## config.mk

```make
export PLATFORM = sky130hd
export DESIGN_NAME = adaptive_filter_band_selector
export DESIGN_NICKNAME = d
export VERILOG_FILES = /design/src/rtl/afbs_pkg.sv /design/src/rtl/afbs_sumsq.sv /design/src/rtl/afbs_isqrt.sv /design/src/rtl/afbs_lowpass.sv /design/src/rtl/adaptive_filter_band_selector.sv
export SDC_FILE = /design/constraint.sdc
export NUM_CORES = 2
export LEC_CHECK = 0
export BUFFER_PORTS_ARGS = -buffer_cell sky130_fd_sc_hd__buf_2
export CELL_PAD_IN_SITES_DETAIL_PLACEMENT = 2
export CELL_PAD_IN_SITES_GLOBAL_PLACEMENT = 2
export CORE_MARGIN = 2
export CORE_UTILIZATION = 41
export CTS_CLUSTER_SIZE = 8
export DETAILED_ROUTE_END_ITERATION = 10
export PLACE_DENSITY_LB_ADDON = 0.3
export SKIP_LAST_GASP = 1
export SYNTH_ARGS = -nofsm -noshare
export SYNTH_HDL_FRONTEND = slang
export SYNTH_SLANG_ARGS = --single-unit
```

## constraint.sdc

```tcl
create_clock -name clk -period 8 [get_ports clk]
set_input_delay 0.8 -clock clk [delete_from_list [all_inputs] [get_ports clk]]
set_output_delay 0.8 -clock clk [all_outputs]
set_load 0.05 [all_outputs]
```

## src/rtl/afbs_pkg.sv

```systemverilog
`timescale 1ns / 1ps
// Shared types and constants for the adaptive filter band selector.
// No dependencies; imported by every module of the block.
package afbs_pkg;

    localparam int RATE_W    = 20;
    localparam int TIME_W    = 48;
    localparam int SUM_W     = 40;
    localparam int MAG_W     = 20;
    localparam int REM_W     = MAG_W + 2;
    localparam int LP_W      = 40;
    localparam int LP_EXTRA  = 16;
    localparam int GAIN_W    = 16;
    localparam int THR_W     = 20;
    localparam int CODE_W    = 3;
    localparam int CFG_W     = 48;
    localparam int CFG_IDX_W = 3;
    localparam int CNT_W     = 5;

    localparam int TIME_BITS_DEF = 48;

    localparam logic [THR_W-1:0]  STATIC_TH_RST = THR_W'(1280);
    localparam logic [THR_W-1:0]  FAST_TH_RST   = THR_W'(25600);
    localparam logic [TIME_W-1:0] COOLDOWN_RST  = TIME_W'(24000000);
    localparam logic [GAIN_W-1:0] GAIN_RST      = GAIN_W'(131);
    localparam logic [CODE_W-1:0] CODE_STATIC_RST  = CODE_W'(4);
    localparam logic [CODE_W-1:0] CODE_NORMAL_RST  = CODE_W'(3);
    localparam logic [CODE_W-1:0] CODE_FAST_RST    = CODE_W'(0);
    localparam logic [CODE_W-1:0] CODE_INITIAL_RST = CODE_W'(2);

    typedef enum logic [CFG_IDX_W-1:0] {
        CFG_STATIC_TH    = 3'd0,
        CFG_FAST_TH      = 3'd1,
        CFG_COOLDOWN     = 3'd2,
        CFG_GAIN         = 3'd3,
        CFG_CODE_STATIC  = 3'd4,
        CFG_CODE_NORMAL  = 3'd5,
        CFG_CODE_FAST    = 3'd6,
        CFG_CODE_INITIAL = 3'd7
    } cfg_index_t;

    typedef struct packed {
        logic signed [RATE_W-1:0] rate_x;
        logic signed [RATE_W-1:0] rate_y;
        logic signed [RATE_W-1:0] rate_z;
        logic [TIME_W-1:0]        time_now;
    } in_item_t;

    typedef struct packed {
        logic              switch_now;
        logic [CODE_W-1:0] band_code;
        logic [MAG_W-1:0]  filtered_rate;
    } out_item_t;

    // Status of one serial arithmetic unit
    typedef struct packed {
        logic busy;
        logic done;
    } unit_stat_t;

endpackage

```

## src/rtl/afbs_sumsq.sv

```systemverilog
`timescale 1ns / 1ps
// Bit-serial sum of squares of the three rate axes, one multiplier bit per cycle.
// Depends on afbs_pkg.
module afbs_sumsq (
    input  logic                                clk,
    input  logic                                rst_n,
    input  logic                                start,
    input  logic signed [afbs_pkg::RATE_W-1:0]  rate_x,
    input  logic signed [afbs_pkg::RATE_W-1:0]  rate_y,
    input  logic signed [afbs_pkg::RATE_W-1:0]  rate_z,
    output afbs_pkg::unit_stat_t                stat,
    output logic [afbs_pkg::SUM_W-1:0]          sum
);
    import afbs_pkg::*;

    logic [RATE_W-1:0] mx_reg, my_reg, mz_reg;
    logic [RATE_W-1:0] bx_reg, by_reg, bz_reg;
    logic [SUM_W-1:0]  acc_reg, acc_next;
    logic [CNT_W-1:0]  cnt_reg;
    logic              done_reg;
    logic [RATE_W-1:0] ax, ay, az;

    assign ax = rate_x[RATE_W-1] ? (~rate_x + 1'b1) : rate_x;
    assign ay = rate_y[RATE_W-1] ? (~rate_y + 1'b1) : rate_y;
    assign az = rate_z[RATE_W-1] ? (~rate_z + 1'b1) : rate_z;

    // Horner form, MSB first: acc = 2*acc + bit * multiplicand on each lane
    always_comb
    begin
        acc_next = {acc_reg[SUM_W-2:0], 1'b0}
                 + SUM_W'(bx_reg[RATE_W-1] ? mx_reg : '0)
                 + SUM_W'(by_reg[RATE_W-1] ? my_reg : '0)
                 + SUM_W'(bz_reg[RATE_W-1] ? mz_reg : '0);
    end

    always_ff @(posedge clk or negedge rst_n)
    begin
        if (!rst_n)
        begin
            cnt_reg  <= '0;
            done_reg <= 1'b0;
        end
        else
        begin
            done_reg <= 1'b0;
            if (start)
            begin
                cnt_reg <= CNT_W'(RATE_W);
            end
            else if (cnt_reg != '0)
            begin
                cnt_reg <= cnt_reg - 1'b1;
                if (cnt_reg == CNT_W'(1))
                begin
                    done_reg <= 1'b1;
                end
            end
        end
    end

    always_ff @(posedge clk)
    begin
        if (start)
        begin
            mx_reg  <= ax;
            my_reg  <= ay;
            mz_reg  <= az;
            bx_reg  <= ax;
            by_reg  <= ay;
            bz_reg  <= az;
            acc_reg <= '0;
        end
        else if (cnt_reg != '0)
        begin
            bx_reg  <= {bx_reg[RATE_W-2:0], 1'b0};
            by_reg  <= {by_reg[RATE_W-2:0], 1'b0};
            bz_reg  <= {bz_reg[RATE_W-2:0], 1'b0};
            acc_reg <= acc_next;
        end
    end

    assign stat.busy = (cnt_reg != '0);
    assign stat.done = done_reg;
    assign sum       = acc_reg;

endmodule

```

## src/rtl/afbs_isqrt.sv

```systemverilog
`timescale 1ns / 1ps
// Digit-by-digit floor square root, one root bit (two radicand bits) per cycle.
// Depends on afbs_pkg.
module afbs_isqrt (
    input  logic                        clk,
    input  logic                        rst_n,
    input  logic                        start,
    input  logic [afbs_pkg::SUM_W-1:0]  radicand,
    output afbs_pkg::unit_stat_t        stat,
    output logic [afbs_pkg::MAG_W-1:0]  root
);
    import afbs_pkg::*;

    logic [SUM_W-1:0]   rad_reg;
    logic [REM_W-1:0]   rem_reg;
    logic [MAG_W-1:0]   root_reg;
    logic [CNT_W-1:0]   cnt_reg;
    logic               done_reg;
    logic [REM_W+1:0]   cand, trial, delta;
    logic               ge;

    always_comb
    begin
        cand  = {rem_reg, rad_reg[SUM_W-1 -: 2]};
        trial = {2'b00, root_reg, 2'b01};
        delta = cand - trial;
        ge    = (cand >= trial);
    end

    always_ff @(posedge clk or negedge rst_n)
    begin
        if (!rst_n)
        begin
            cnt_reg  <= '0;
            done_reg <= 1'b0;
        end
        else
        begin
            done_reg <= 1'b0;
            if (start)
            begin
                cnt_reg <= CNT_W'(MAG_W);
            end
            else if (cnt_reg != '0)
            begin
                cnt_reg <= cnt_reg - 1'b1;
                if (cnt_reg == CNT_W'(1))
                begin
                    done_reg <= 1'b1;
                end
            end
        end
    end

    always_ff @(posedge clk)
    begin
        if (start)
        begin
            rad_reg  <= radicand;
            rem_reg  <= '0;
            root_reg <= '0;
        end
        else if (cnt_reg != '0)
        begin
            rad_reg  <= {rad_reg[SUM_W-3:0], 2'b00};
            // keep the trial difference when it fits, else hold the shifted remainder
            rem_reg  <= ge ? delta[REM_W-1:0] : cand[REM_W-1:0];
            root_reg <= {root_reg[MAG_W-2:0], ge};
        end
    end

    assign stat.busy = (cnt_reg != '0);
    assign stat.done = done_reg;
    assign root      = root_reg;

endmodule

```

## src/rtl/afbs_lowpass.sv

```systemverilog
`timescale 1ns / 1ps
// Low-pass state with a bit-serial gain multiply: lp += floor(gain * (mag<<16 - lp) / 2^16).
// Depends on afbs_pkg.
module afbs_lowpass (
    input  logic                         clk,
    input  logic                         rst_n,
    input  logic                         start,
    input  logic [afbs_pkg::MAG_W-1:0]   mag,
    input  logic [afbs_pkg::GAIN_W-1:0]  gain,
    output afbs_pkg::unit_stat_t         stat,
    output logic [afbs_pkg::LP_W-1:0]    lp
);
    import afbs_pkg::*;

    localparam int DIFF_W = LP_W + 1;
    localparam int PROD_W = DIFF_W + GAIN_W;

    logic [LP_W-1:0]          lp_reg, lp_next;
    logic signed [DIFF_W-1:0] diff_reg;
    logic [DIFF_W-1:0]        diff_next;
    logic [GAIN_W-1:0]        g_reg;
    logic signed [PROD_W-1:0] acc_reg, acc_next;
    logic [CNT_W-1:0]         cnt_reg;
    logic                     upd_reg;
    logic                     done_reg;
    logic [DIFF_W-1:0]        step;

    always_comb
    begin
        diff_next = {{(DIFF_W-MAG_W-LP_EXTRA){1'b0}}, mag, {LP_EXTRA{1'b0}}}
                  - {1'b0, lp_reg};
        acc_next  = {acc_reg[PROD_W-2:0], 1'b0}
                  + (g_reg[GAIN_W-1] ? {{GAIN_W{diff_reg[DIFF_W-1]}}, diff_reg}
                                     : PROD_W'(0));
        // arithmetic shift right by the fraction bits gives the floor
        step      = acc_reg[PROD_W-1:LP_EXTRA];
        lp_next   = lp_reg + step[LP_W-1:0];
    end

    always_ff @(posedge clk or negedge rst_n)
    begin
        if (!rst_n)
        begin
            lp_reg   <= '0;
            cnt_reg  <= '0;
            upd_reg  <= 1'b0;
            done_reg <= 1'b0;
        end
        else
        begin
            done_reg <= 1'b0;
            upd_reg  <= 1'b0;
            if (start)
            begin
                cnt_reg <= CNT_W'(GAIN_W);
            end
            else if (cnt_reg != '0)
            begin
                cnt_reg <= cnt_reg - 1'b1;
                if (cnt_reg == CNT_W'(1))
                begin
                    upd_reg <= 1'b1;
                end
            end
            if (upd_reg)
            begin
                lp_reg   <= lp_next;
                done_reg <= 1'b1;
            end
        end
    end

    always_ff @(posedge clk)
    begin
        if (start)
        begin
            diff_reg <= $signed(diff_next);
            g_reg    <= gain;
            acc_reg  <= '0;
        end
        else if (cnt_reg != '0)
        begin
            g_reg   <= {g_reg[GAIN_W-2:0], 1'b0};
            acc_reg <= acc_next;
        end
    end

    assign stat.busy = (cnt_reg != '0) || upd_reg;
    assign stat.done = done_reg;
    assign lp        = lp_reg;

endmodule

```

## src/rtl/adaptive_filter_band_selector.sv

```systemverilog
`timescale 1ns / 1ps
// Top level of the adaptive filter band selector: configuration, sequencing, band decision.
// Depends on afbs_pkg, afbs_sumsq, afbs_isqrt and afbs_lowpass.
//
// Usage:
//   in_valid/in_ready/in_data carry one gyro sample (three signed Q.8 rates and a
//   timestamp). out_valid/out_ready/out_data carry exactly one result per sample:
//   switch flag, band code in force, integer part of the smoothed magnitude.
//   cfg_we/cfg_index/cfg_data write one register per cycle, no wait; write only
//   while the block is idle. A code_initial write is ignored; reset loads the default.
//   From input transfer to out_valid a sample passes through serial squaring
//   (one multiplier bit per cycle), the square root (one root bit per cycle),
//   the serial gain multiply with a registered filter update, and the decision
//   step. One sample is in flight at a time, so a new sample is taken only once
//   the last result has left the decision step.
//   A finished result sits in the output register; in_ready returns while it
//   waits. If the receiver stalls, the next result holds in the decision step
//   until the output register frees.
//   Reset (rst_n, asynchronous, active low) clears the filter state and the
//   last switch time, loads the register defaults and sets the initial band.
module adaptive_filter_band_selector #(
    parameter int TIME_BITS = afbs_pkg::TIME_BITS_DEF
) (
    input  logic                            clk,
    input  logic                            rst_n,
    input  logic                            in_valid,
    output logic                            in_ready,
    input  afbs_pkg::in_item_t              in_data,
    output logic                            out_valid,
    input  logic                            out_ready,
    output afbs_pkg::out_item_t             out_data,
    input  logic                            cfg_we,
    input  logic [afbs_pkg::CFG_IDX_W-1:0]  cfg_index,
    input  logic [afbs_pkg::CFG_W-1:0]      cfg_data
);
    import afbs_pkg::*;

    localparam int CMP_W = (TIME_BITS > TIME_W) ? TIME_BITS : TIME_W;

    typedef enum logic [4:0] {
        ST_IDLE   = 5'b00001,
        ST_SUMSQ  = 5'b00010,
        ST_SQRT   = 5'b00100,
        ST_FILT   = 5'b01000,
        ST_DECIDE = 5'b10000
    } state_t;

    state_t state_reg, state_next;

    logic [THR_W-1:0]     static_th_reg, fast_th_reg;
    logic [TIME_W-1:0]    cooldown_reg;
    logic [GAIN_W-1:0]    gain_reg;
    logic [CODE_W-1:0]    code_static_reg, code_normal_reg, code_fast_reg;
    logic [CODE_W-1:0]    band_reg;
    logic [TIME_BITS-1:0] last_reg;
    logic [TIME_W-1:0]    time_reg;
    logic                 out_valid_reg;
    out_item_t            out_data_reg;

    unit_stat_t           sq_stat, rt_stat, lp_stat;
    logic [SUM_W-1:0]     sum;
    logic [MAG_W-1:0]     mag;
    logic [LP_W-1:0]      lp;

    logic                 in_xfer;
    logic                 out_load;
    logic [TIME_BITS-1:0] now_t, elapsed;
    logic                 cool_ok;
    logic [CODE_W-1:0]    target;
    logic                 sw;

    assign in_ready = (state_reg == ST_IDLE);
    assign in_xfer  = in_valid && in_ready;
    assign out_load = (state_reg == ST_DECIDE) && (!out_valid_reg || out_ready);

    afbs_sumsq u_sumsq (
        .clk    (clk),
        .rst_n  (rst_n),
        .start  (in_xfer),
        .rate_x (in_data.rate_x),
        .rate_y (in_data.rate_y),
        .rate_z (in_data.rate_z),
        .stat   (sq_stat),
        .sum    (sum)
    );

    afbs_isqrt u_isqrt (
        .clk      (clk),
        .rst_n    (rst_n),
        .start    (sq_stat.done),
        .radicand (sum),
        .stat     (rt_stat),
        .root     (mag)
    );

    afbs_lowpass u_lowpass (
        .clk   (clk),
        .rst_n (rst_n),
        .start (rt_stat.done),
        .mag   (mag),
        .gain  (gain_reg),
        .stat  (lp_stat),
        .lp    (lp)
    );

    always_comb
    begin
        state_next = state_reg;
        case (state_reg)
            ST_IDLE:   if (in_xfer)      state_next = ST_SUMSQ;
            ST_SUMSQ:  if (sq_stat.done) state_next = ST_SQRT;
            ST_SQRT:   if (rt_stat.done) state_next = ST_FILT;
            ST_FILT:   if (lp_stat.done) state_next = ST_DECIDE;
            ST_DECIDE: if (out_load)     state_next = ST_IDLE;
            default:                     state_next = ST_IDLE;
        endcase
    end

    // Band decision on the freshly updated filter value
    always_comb
    begin
        now_t   = TIME_BITS'(time_reg);
        elapsed = now_t - last_reg;
        cool_ok = (CMP_W'(elapsed) >= CMP_W'(cooldown_reg));
        if (lp < {{(LP_W-THR_W-LP_EXTRA){1'b0}}, static_th_reg, {LP_EXTRA{1'b0}}})
        begin
            target = code_static_reg;
        end
        else if (lp > {{(LP_W-THR_W-LP_EXTRA){1'b0}}, fast_th_reg, {LP_EXTRA{1'b0}}})
        begin
            target = code_fast_reg;
        end
        else
        begin
            target = code_normal_reg;
        end
        sw = cool_ok && (target != band_reg);
    end

    always_ff @(posedge clk or negedge rst_n)
    begin
        if (!rst_n)
        begin
            state_reg       <= ST_IDLE;
            static_th_reg   <= STATIC_TH_RST;
            fast_th_reg     <= FAST_TH_RST;
            cooldown_reg    <= COOLDOWN_RST;
            gain_reg        <= GAIN_RST;
            code_static_reg <= CODE_STATIC_RST;
            code_normal_reg <= CODE_NORMAL_RST;
            code_fast_reg   <= CODE_FAST_RST;
            band_reg        <= CODE_INITIAL_RST;
            last_reg        <= '0;
            out_valid_reg   <= 1'b0;
        end
        else
        begin
            state_reg <= state_next;
            if (cfg_we)
            begin
                case (cfg_index)
                    CFG_STATIC_TH:   static_th_reg   <= cfg_data[THR_W-1:0];
                    CFG_FAST_TH:     fast_th_reg     <= cfg_data[THR_W-1:0];
                    CFG_COOLDOWN:    cooldown_reg    <= cfg_data[TIME_W-1:0];
                    CFG_GAIN:        gain_reg        <= cfg_data[GAIN_W-1:0];
                    CFG_CODE_STATIC: code_static_reg <= cfg_data[CODE_W-1:0];
                    CFG_CODE_NORMAL: code_normal_reg <= cfg_data[CODE_W-1:0];
                    CFG_CODE_FAST:   code_fast_reg   <= cfg_data[CODE_W-1:0];
                    // the initial band is only loaded by reset, which also restores
                    // its default, so a write here never becomes visible
                    CFG_CODE_INITIAL: ;
                    default: ;
                endcase
            end
            if (out_load && sw)
            begin
                band_reg <= target;
                last_reg <= now_t;
            end
            if (out_load)
            begin
                out_valid_reg <= 1'b1;
            end
            else if (out_ready)
            begin
                out_valid_reg <= 1'b0;
            end
        end
    end

    always_ff @(posedge clk)
    begin
        if (in_xfer)
        begin
            time_reg <= in_data.time_now;
        end
        if (out_load)
        begin
            out_data_reg.switch_now    <= sw;
            out_data_reg.band_code     <= sw ? target : band_reg;
            out_data_reg.filtered_rate <= lp[LP_EXTRA +: MAG_W];
        end
    end

    assign out_valid = out_valid_reg;
    assign out_data  = out_data_reg;

`ifndef SYNTHESIS
    a_start_sumsq: assert property (@(posedge clk) disable iff (!rst_n)
        in_xfer |=> sq_stat.busy)
        else $error("squarer did not start after input transfer");

    a_one_unit: assert property (@(posedge clk) disable iff (!rst_n)
        $onehot0({sq_stat.busy, rt_stat.busy, lp_stat.busy}))
        else $error("more than one serial unit busy");

    a_lp_done_state: assert property (@(posedge clk) disable iff (!rst_n)
        lp_stat.done |-> (state_reg == ST_FILT))
        else $error("filter update finished outside the filter step");

    a_switch_changes: assert property (@(posedge clk) disable iff (!rst_n)
        (out_load && sw) |=> (band_reg != $past(band_reg)))
        else $error("switch flagged without a band change");

    a_idle_units: assert property (@(posedge clk) disable iff (!rst_n)
        (state_reg == ST_IDLE) |-> !(sq_stat.busy || rt_stat.busy || lp_stat.busy))
        else $error("serial unit busy while idle");
`endif

endmodule
```

# Word-level counts from Yosys, hierarchy flattened
# Cells that the tools add are included.
[totals]
regBits = 656
inputBits = 164
output_inout_bits = 26
word_cells = 144
[classes]
add_sub_neg = 14
n_lt_le_gt_ge = 4
n_eq_ne = 20
muxes = 45
n_bitwise = 3
reduce_logical = 22
[ops]
columns = ["cell", "n"]
rows = [
  ["$mux 20", 12],
  ["$add 40x40->40", 4],
  ["$mux 40", 2],
  ["$add 20x1->20 const B", 3],
  ["$not 20->20", 3],
  ["$add 56x56->56", 1],
  ["$mux 56", 1],
  ["$mux 5", 11],
  ["$ge 48x48->1", 1],
  ["$sub 48x48->48", 1],
  ["$sub 36x40->41", 1],
  ["$gt 40x36->1", 1],
  ["$lt 40x36->1", 1],
  ["$mux 16", 2],
  ["$pmux 5 s5", 1],
  ["$ge 24x22->1", 1],
  ["$mux 22", 1],
  ["$sub 22x22->22", 1],
  ["$eq 5x1->1 const B", 4],
  ["$reduce_bool 5->1", 3],
  ["$sub 5x1->5 const B", 3],
  ["$reduce_and 2->1", 7],
  ["$mux 1", 12],
  ["$eq 3x3->1 const B", 3],
  ["16 further kinds", 28],
]

# Longest topological paths before layout
[depth]
ltp_word = 6
ltp_mapped = 28
mapped_depth_nobuf = 27

# Hierarchy
# Synthesis repeated with hierarchy kept, for this count alone.
[hier_totals]
cells_unflattened = 4085
hier_area_um2 = 40612.7
[by_module_without_submodules]
columns = ["module", "instances", "cells_per_inst", "area_per_inst_um2", "seq_area_each_um2"]
rows = [
  ["adaptive_filter_band_selector", 1, 1313, 13818.3, 6444.9],
  ["afbs_lowpass", 1, 1402, 12274.3, 4008.8],
  ["afbs_sumsq", 1, 867, 9561.7, 4554.4],
  ["afbs_isqrt", 1, 503, 4958.5, 2192.1],
]

# Worst setup path before layout
# OpenSTA, ideal clock, no wires.
[synth_timing]
path_type = "reg-to-reg"
startpoint = "register time_reg[1] (netlist: now_t[1])"
endpoint = "register band_reg[0]"
setup_ps = 125
arrival_ps = 5754
required_ps = 7875
slack_ps = 2121
stages_incl_launch_ff = 26
path_buffers = 1
period_less_slack_ps = 5879
cell_sequence = "edfxtp_1 -> ha_1 -> nor2b_1 -> o2111a_1 -> or3b_1 -> a2111oi_0 -> o31ai_1 -> a21boi_0 -> o21ai_0 -> a21o_1 -> a21oi_1 -> o21ai_0 -> xor2_1 -> ha_1 -> a21o_1 -> a21o_1 -> a21oi_1 -> nor2_1 -> a2111oi_0 -> nor2_1 -> o31ai_1 -> o21ai_0 -> a211oi_2 -> nor3_4 -> buf_6 -> mux2_4"
[synth_via]
elab_chain_cells = 4
[synth_rtl]
columns = ["element", "line", "source"]
rows = [
  ["from (decl)", "adaptive_filter_band_selector.sv:56", "logic [TIME_W-1:0] time_reg;"],
  ["from (signal assigned)", "adaptive_filter_band_selector.sv:195", "time_reg <= in_data.time_now;"],
  ["$sub 48x48->48", "adaptive_filter_band_selector.sv:123", "elapsed = now_t - last_reg;"],
  ["$ge 48x48->1", "adaptive_filter_band_selector.sv:124", "cool_ok = (CMP_W'(elapsed) >= CMP_W'(cooldown_reg));"],
  ["$logic_and 1x1->1", "adaptive_filter_band_selector.sv:137", "sw = cool_ok && (target != band_reg);"],
  ["$logic_and 1x1->1", "adaptive_filter_band_selector.sv:175", "if (out_load && sw)"],
  ["to (signal assigned)", "adaptive_filter_band_selector.sv:177", "band_reg <= target;"],
  ["to (decl)", "adaptive_filter_band_selector.sv:54", "logic [CODE_W-1:0] band_reg;"],
]
# Every way passes these cells.
# A chain may end at the register's enable or synchronous reset.

# Worst setup path in the final report
[layout_timing]
startpoint = "register time_reg[0] (netlist: now_t[0])"
endpoint = "register last_reg[20]"
[layout_via]
elab_chain_cells = 4
[layout_rtl]
columns = ["element", "line", "source"]
rows = [
  ["$sub 48x48->48", "adaptive_filter_band_selector.sv:123", ""],
  ["$ge 48x48->1", "adaptive_filter_band_selector.sv:124", ""],
  ["$logic_and 1x1->1", "adaptive_filter_band_selector.sv:137", ""],
  ["$logic_and 1x1->1", "adaptive_filter_band_selector.sv:175", ""],
  ["to (signal assigned)", "adaptive_filter_band_selector.sv:178", "last_reg <= now_t;"],
  ["to (decl)", "adaptive_filter_band_selector.sv:55", "logic [TIME_BITS-1:0] last_reg;"],
]
# Every way passes these cells.

==> impl_metrics.toml <==
[synth]
synth_edf_count = 289
synth_cell_type_count = 88
async_flop_share_pct = 34.9
yosysTopAreaCell = "edfxtp_1"
yosysSeqAreaShare_pct = 43.4
syn_inst = 4059
ys.flop_type = "edfxtp_1"
synthesis.nets = 4569
synth_top_area_share_pct = 21.9
avgSynthCellArea_um2 = 9.76
ys_warn_count = 0
syn-cell-area_um2 = 39600
synth-seq-cells = 656
synth_area_leaders = "edfxtp_1, dfrtp_1, ha_1"

[drt]
routed_wl_um = 131000
antenna_left = 0
dr.pass1.iters = 5
wl_per_cell_um = 23.4
via_per_inst = 5.64
drtIter0Drc = 1542
drc = 0
vias = 31500

[critical_path]
arrival_ns = 8.07
startpoint = "now_t[0]"
critPathMaxStageDelay_ns = 0.46
crit_slowest_cell = "fa_1"
critPathLaunchType = "register"
regToRegSetupSlack_ns = 0.49
r2r-start = "now_t[0]"
required_ns = 8.56
worst_r2r_endpoint = "last_reg[20]"
reg2reg_depth = 29
cp-endpoint = "last_reg[20]"
crit_path_max_fanout = 32
worstSetupPathType = "register to register"
crit_path_end_kind = "register"

[clocking]
htreeDepth = 3
clock_latency_ns = 0.68
cts_resized = 0
clock-root-buffer = "clkbuf_16"
cts.sinks = 656
cts_tree = "yes"
clkTransAtPathRegs_ns = 0.06
numCtsBuffers = 93
clockBufferDepth = 3

[floorplanning]
num_io_pins = 190
dieHeight_um = 315
dieArea_um2 = 99100
die_x_um = 315
row_count = 114
start_util_pct = 41.1
coreArea_um2 = 96300

[pwr]
sequentialPowerShare_pct = 28.1
power_frac_comb_pct = 54.2
power_density_nw_per_um2 = 485
power.switching_mw = 9.50
p_int_mw = 12.1
p_leak_nw = 19.4
ir_worst_vdd_mv = 0.189
swShare_pct = 43.9
clock_power_share_pct = 17.7

[run_status]
status = "finished clean"

[min_path]
min_path_type = "input port to async pin"

[sta]
slew_viol_final = 0
finalCritPeriodShare_pct = 93.9
finClkSkew_ns = 0.0263
setup_viol = 0
worst_pin_slew_ns = 1.23
timing_hold_violations_final = 0
grt_setup_unrepaired = "false"
finalWorstSetupSlack_ns = 0.488
fin_setup_tns_ns = 0
max_freq_mhz = 133
slew_headroom_pct = 17.9
period_minus_slack_ns = 7.51

[global_routing]
grt_pass1_wl_um = 207000
grt_pass1_vias = 35200
grt_max_degree = 112
grt_usage_pct = 26.5
overflow = 0
grt_antenna_before_repair = 13

[run]
maxCapViolCount = 0

[placement]
gp_congestion = 0.846
hpwl_um = 92300
portBuffers = 189
dp_slack_ns = 0.617
dp_cells = 5404

[final_layout]
layout.nets = 4734
syn2layout_area_growth_pct = 12.7
final-instance-count-excl-fill = 5591
drive_above_1_share_pct = 12.6
largest_reg_flops = 56
-- repair_timing --
action / in CTS / in global routing
hold buffers: 0 / 0
setup buffers: 0 / 1
endpoints found under the setup margin: 0 / 32
endpoints found under the hold margin: 0 / 0
-- worst max-delay path: cells and delay by family (launching register included) --
kind / cells / cell delay (ns)
AOI/OAI and AO/OA: 17 / 4.60
adders and majority gates: 3 / 0.87
xor gates and xnor gates: 1 / 0.11
muxes: 1 / 0.39
buffers and inverters: 4 / 0.71
and+or+nand+nor: 3 / 0.25
DFF: 1 / 0.41
-- power groups by stage --
stage                     Sequential (mW)  Clock, mW  Combinational (mW)
final                                6.08       3.84                11.7
after global routing                 6.23       4.07                13.1
after CTS                            6.09       3.93                11.7
after detailed placement             6.11          0                11.4
after global placement               6.03          0                10.8
after floorplan                      5.63          0                8.62
-- area by class of cell --
type                            instances  area [um^2]
Clock buffer                          170         2640
Multi-Input combinational cell       2964        20800
Inverter                              290         1090
Clock inverter                          6          135
Fill cell                           10200        51600
Tap cell                             1276         1600
Antenna cell                           10         25.0
Timing Repair Buffer                  219         1180
Sequential cell                       656        17200
-- synthesized netlist by cell type, types with 11 or more instances --
| library cell | count |
|---|---|
| a211oi_1 | 55 |
| a21o_1 | 137 |
| a21oi_1 | 288 |
| a31oi_1 | 28 |
| and2_1 | 62 |
| and3_1 | 30 |
| clkbuf_1 | 132 |
| dfrtp_1 | 206 |
| dfstp_2 | 23 |
| dfxtp_1 | 138 |
| edfxtp_1 | 289 |
| fa_1 | 43 |
| ha_1 | 303 |
| inv_1 | 290 |
| mux2_2 | 101 |
| mux2_4 | 50 |
| mux2i_1 | 16 |
| nand2_1 | 579 |
| nand2b_1 | 39 |
| nand3_1 | 58 |
| nand4_1 | 47 |
| nor2_1 | 201 |
| nor2b_1 | 32 |
| nor3_1 | 51 |
| nor3b_1 | 12 |
| nor4_1 | 20 |
| o21a_1 | 35 |
| o21ai_0 | 263 |
| o21bai_1 | 18 |
| o22ai_1 | 11 |
| o31ai_1 | 29 |
| or2_2 | 11 |
| or3_1 | 19 |
| or4_1 | 12 |
| xnor2_1 | 197 |
| xor2_1 | 65 |
-- metal layers --
layer / vias up / global-route usage, % / share of wire (%)
met5: - / 0 / 0
met4: 0 / 8.20 / 2.7
met1: 16100 / 33.2 / 43
met3: 191 / 3.21 / 3.1
li1: 14700 / - / -
met2: 507 / 47.4 / 51
-- cell families (layout without fill, tap and decap cells) --
family / count (synthesis) / in the layout / synth area share, %
mux: 167 / 167 / 5.17
buf+inv: 439 / 685 / 4.28
fa+ha+maj: 346 / 346 / 11.7
xor+xnor: 262 / 262 / 5.79
other cells: 0 / 10 / 0
compound gates: 971 / 971 / 15.2
simple gates: 1218 / 1218 / 14.4
flops: 656 / 656 / 43.4
-- cell usage in the layout (no fill, tap or decap), types with 94 or more instances in the layout --
master and n:
dfxtp_1 138, xnor2_1 197, o21ai_0 263, clkbuf_16 94
inv_1 289, edfxtp_1 289, nand2_1 574, a21o_1 137
a21oi_1 288, nor2_1 200, ha_1 303, mux2_2 101
dfrtp_1 203, buf_2 188
-- worst min path at each step --
stage / end / start
4_1_cts: last_reg[18] / rst_n
2_1_floorplan: u_lowpass.done_reg / u_lowpass.upd_reg
3_3_place_gp: u_sumsq.sum[0] / u_sumsq.sum[0]
3_5_place_dp: u_lowpass.acc_reg[5] / u_lowpass.acc_reg[5]
6_report: cooldown_reg[16] / rst_n
5_1_grt: now_t[42] / in_data[42]
-- per-stage QoR --
| step | total power, mW | hold WS (ns) | cell area (um^2) | utilization (%) |
|---|---|---|---|---|
| floorplan | 14.2 | 0.352 | 39600 | - |
| global placement | 16.8 | 0.441 | 41800 | 43.4 |
| detailed placement | 17.5 | 0.460 | 41800 | 43.4 |
| CTS | 21.8 | 0.248 | 44600 | 46.3 |
| global route | 23.4 | 0.281 | 44600 | 46.4 |
| finish | 21.7 | 0.219 | 44600 | 46.4 |
No activity file was read; power rests on OpenSTA's default activity.
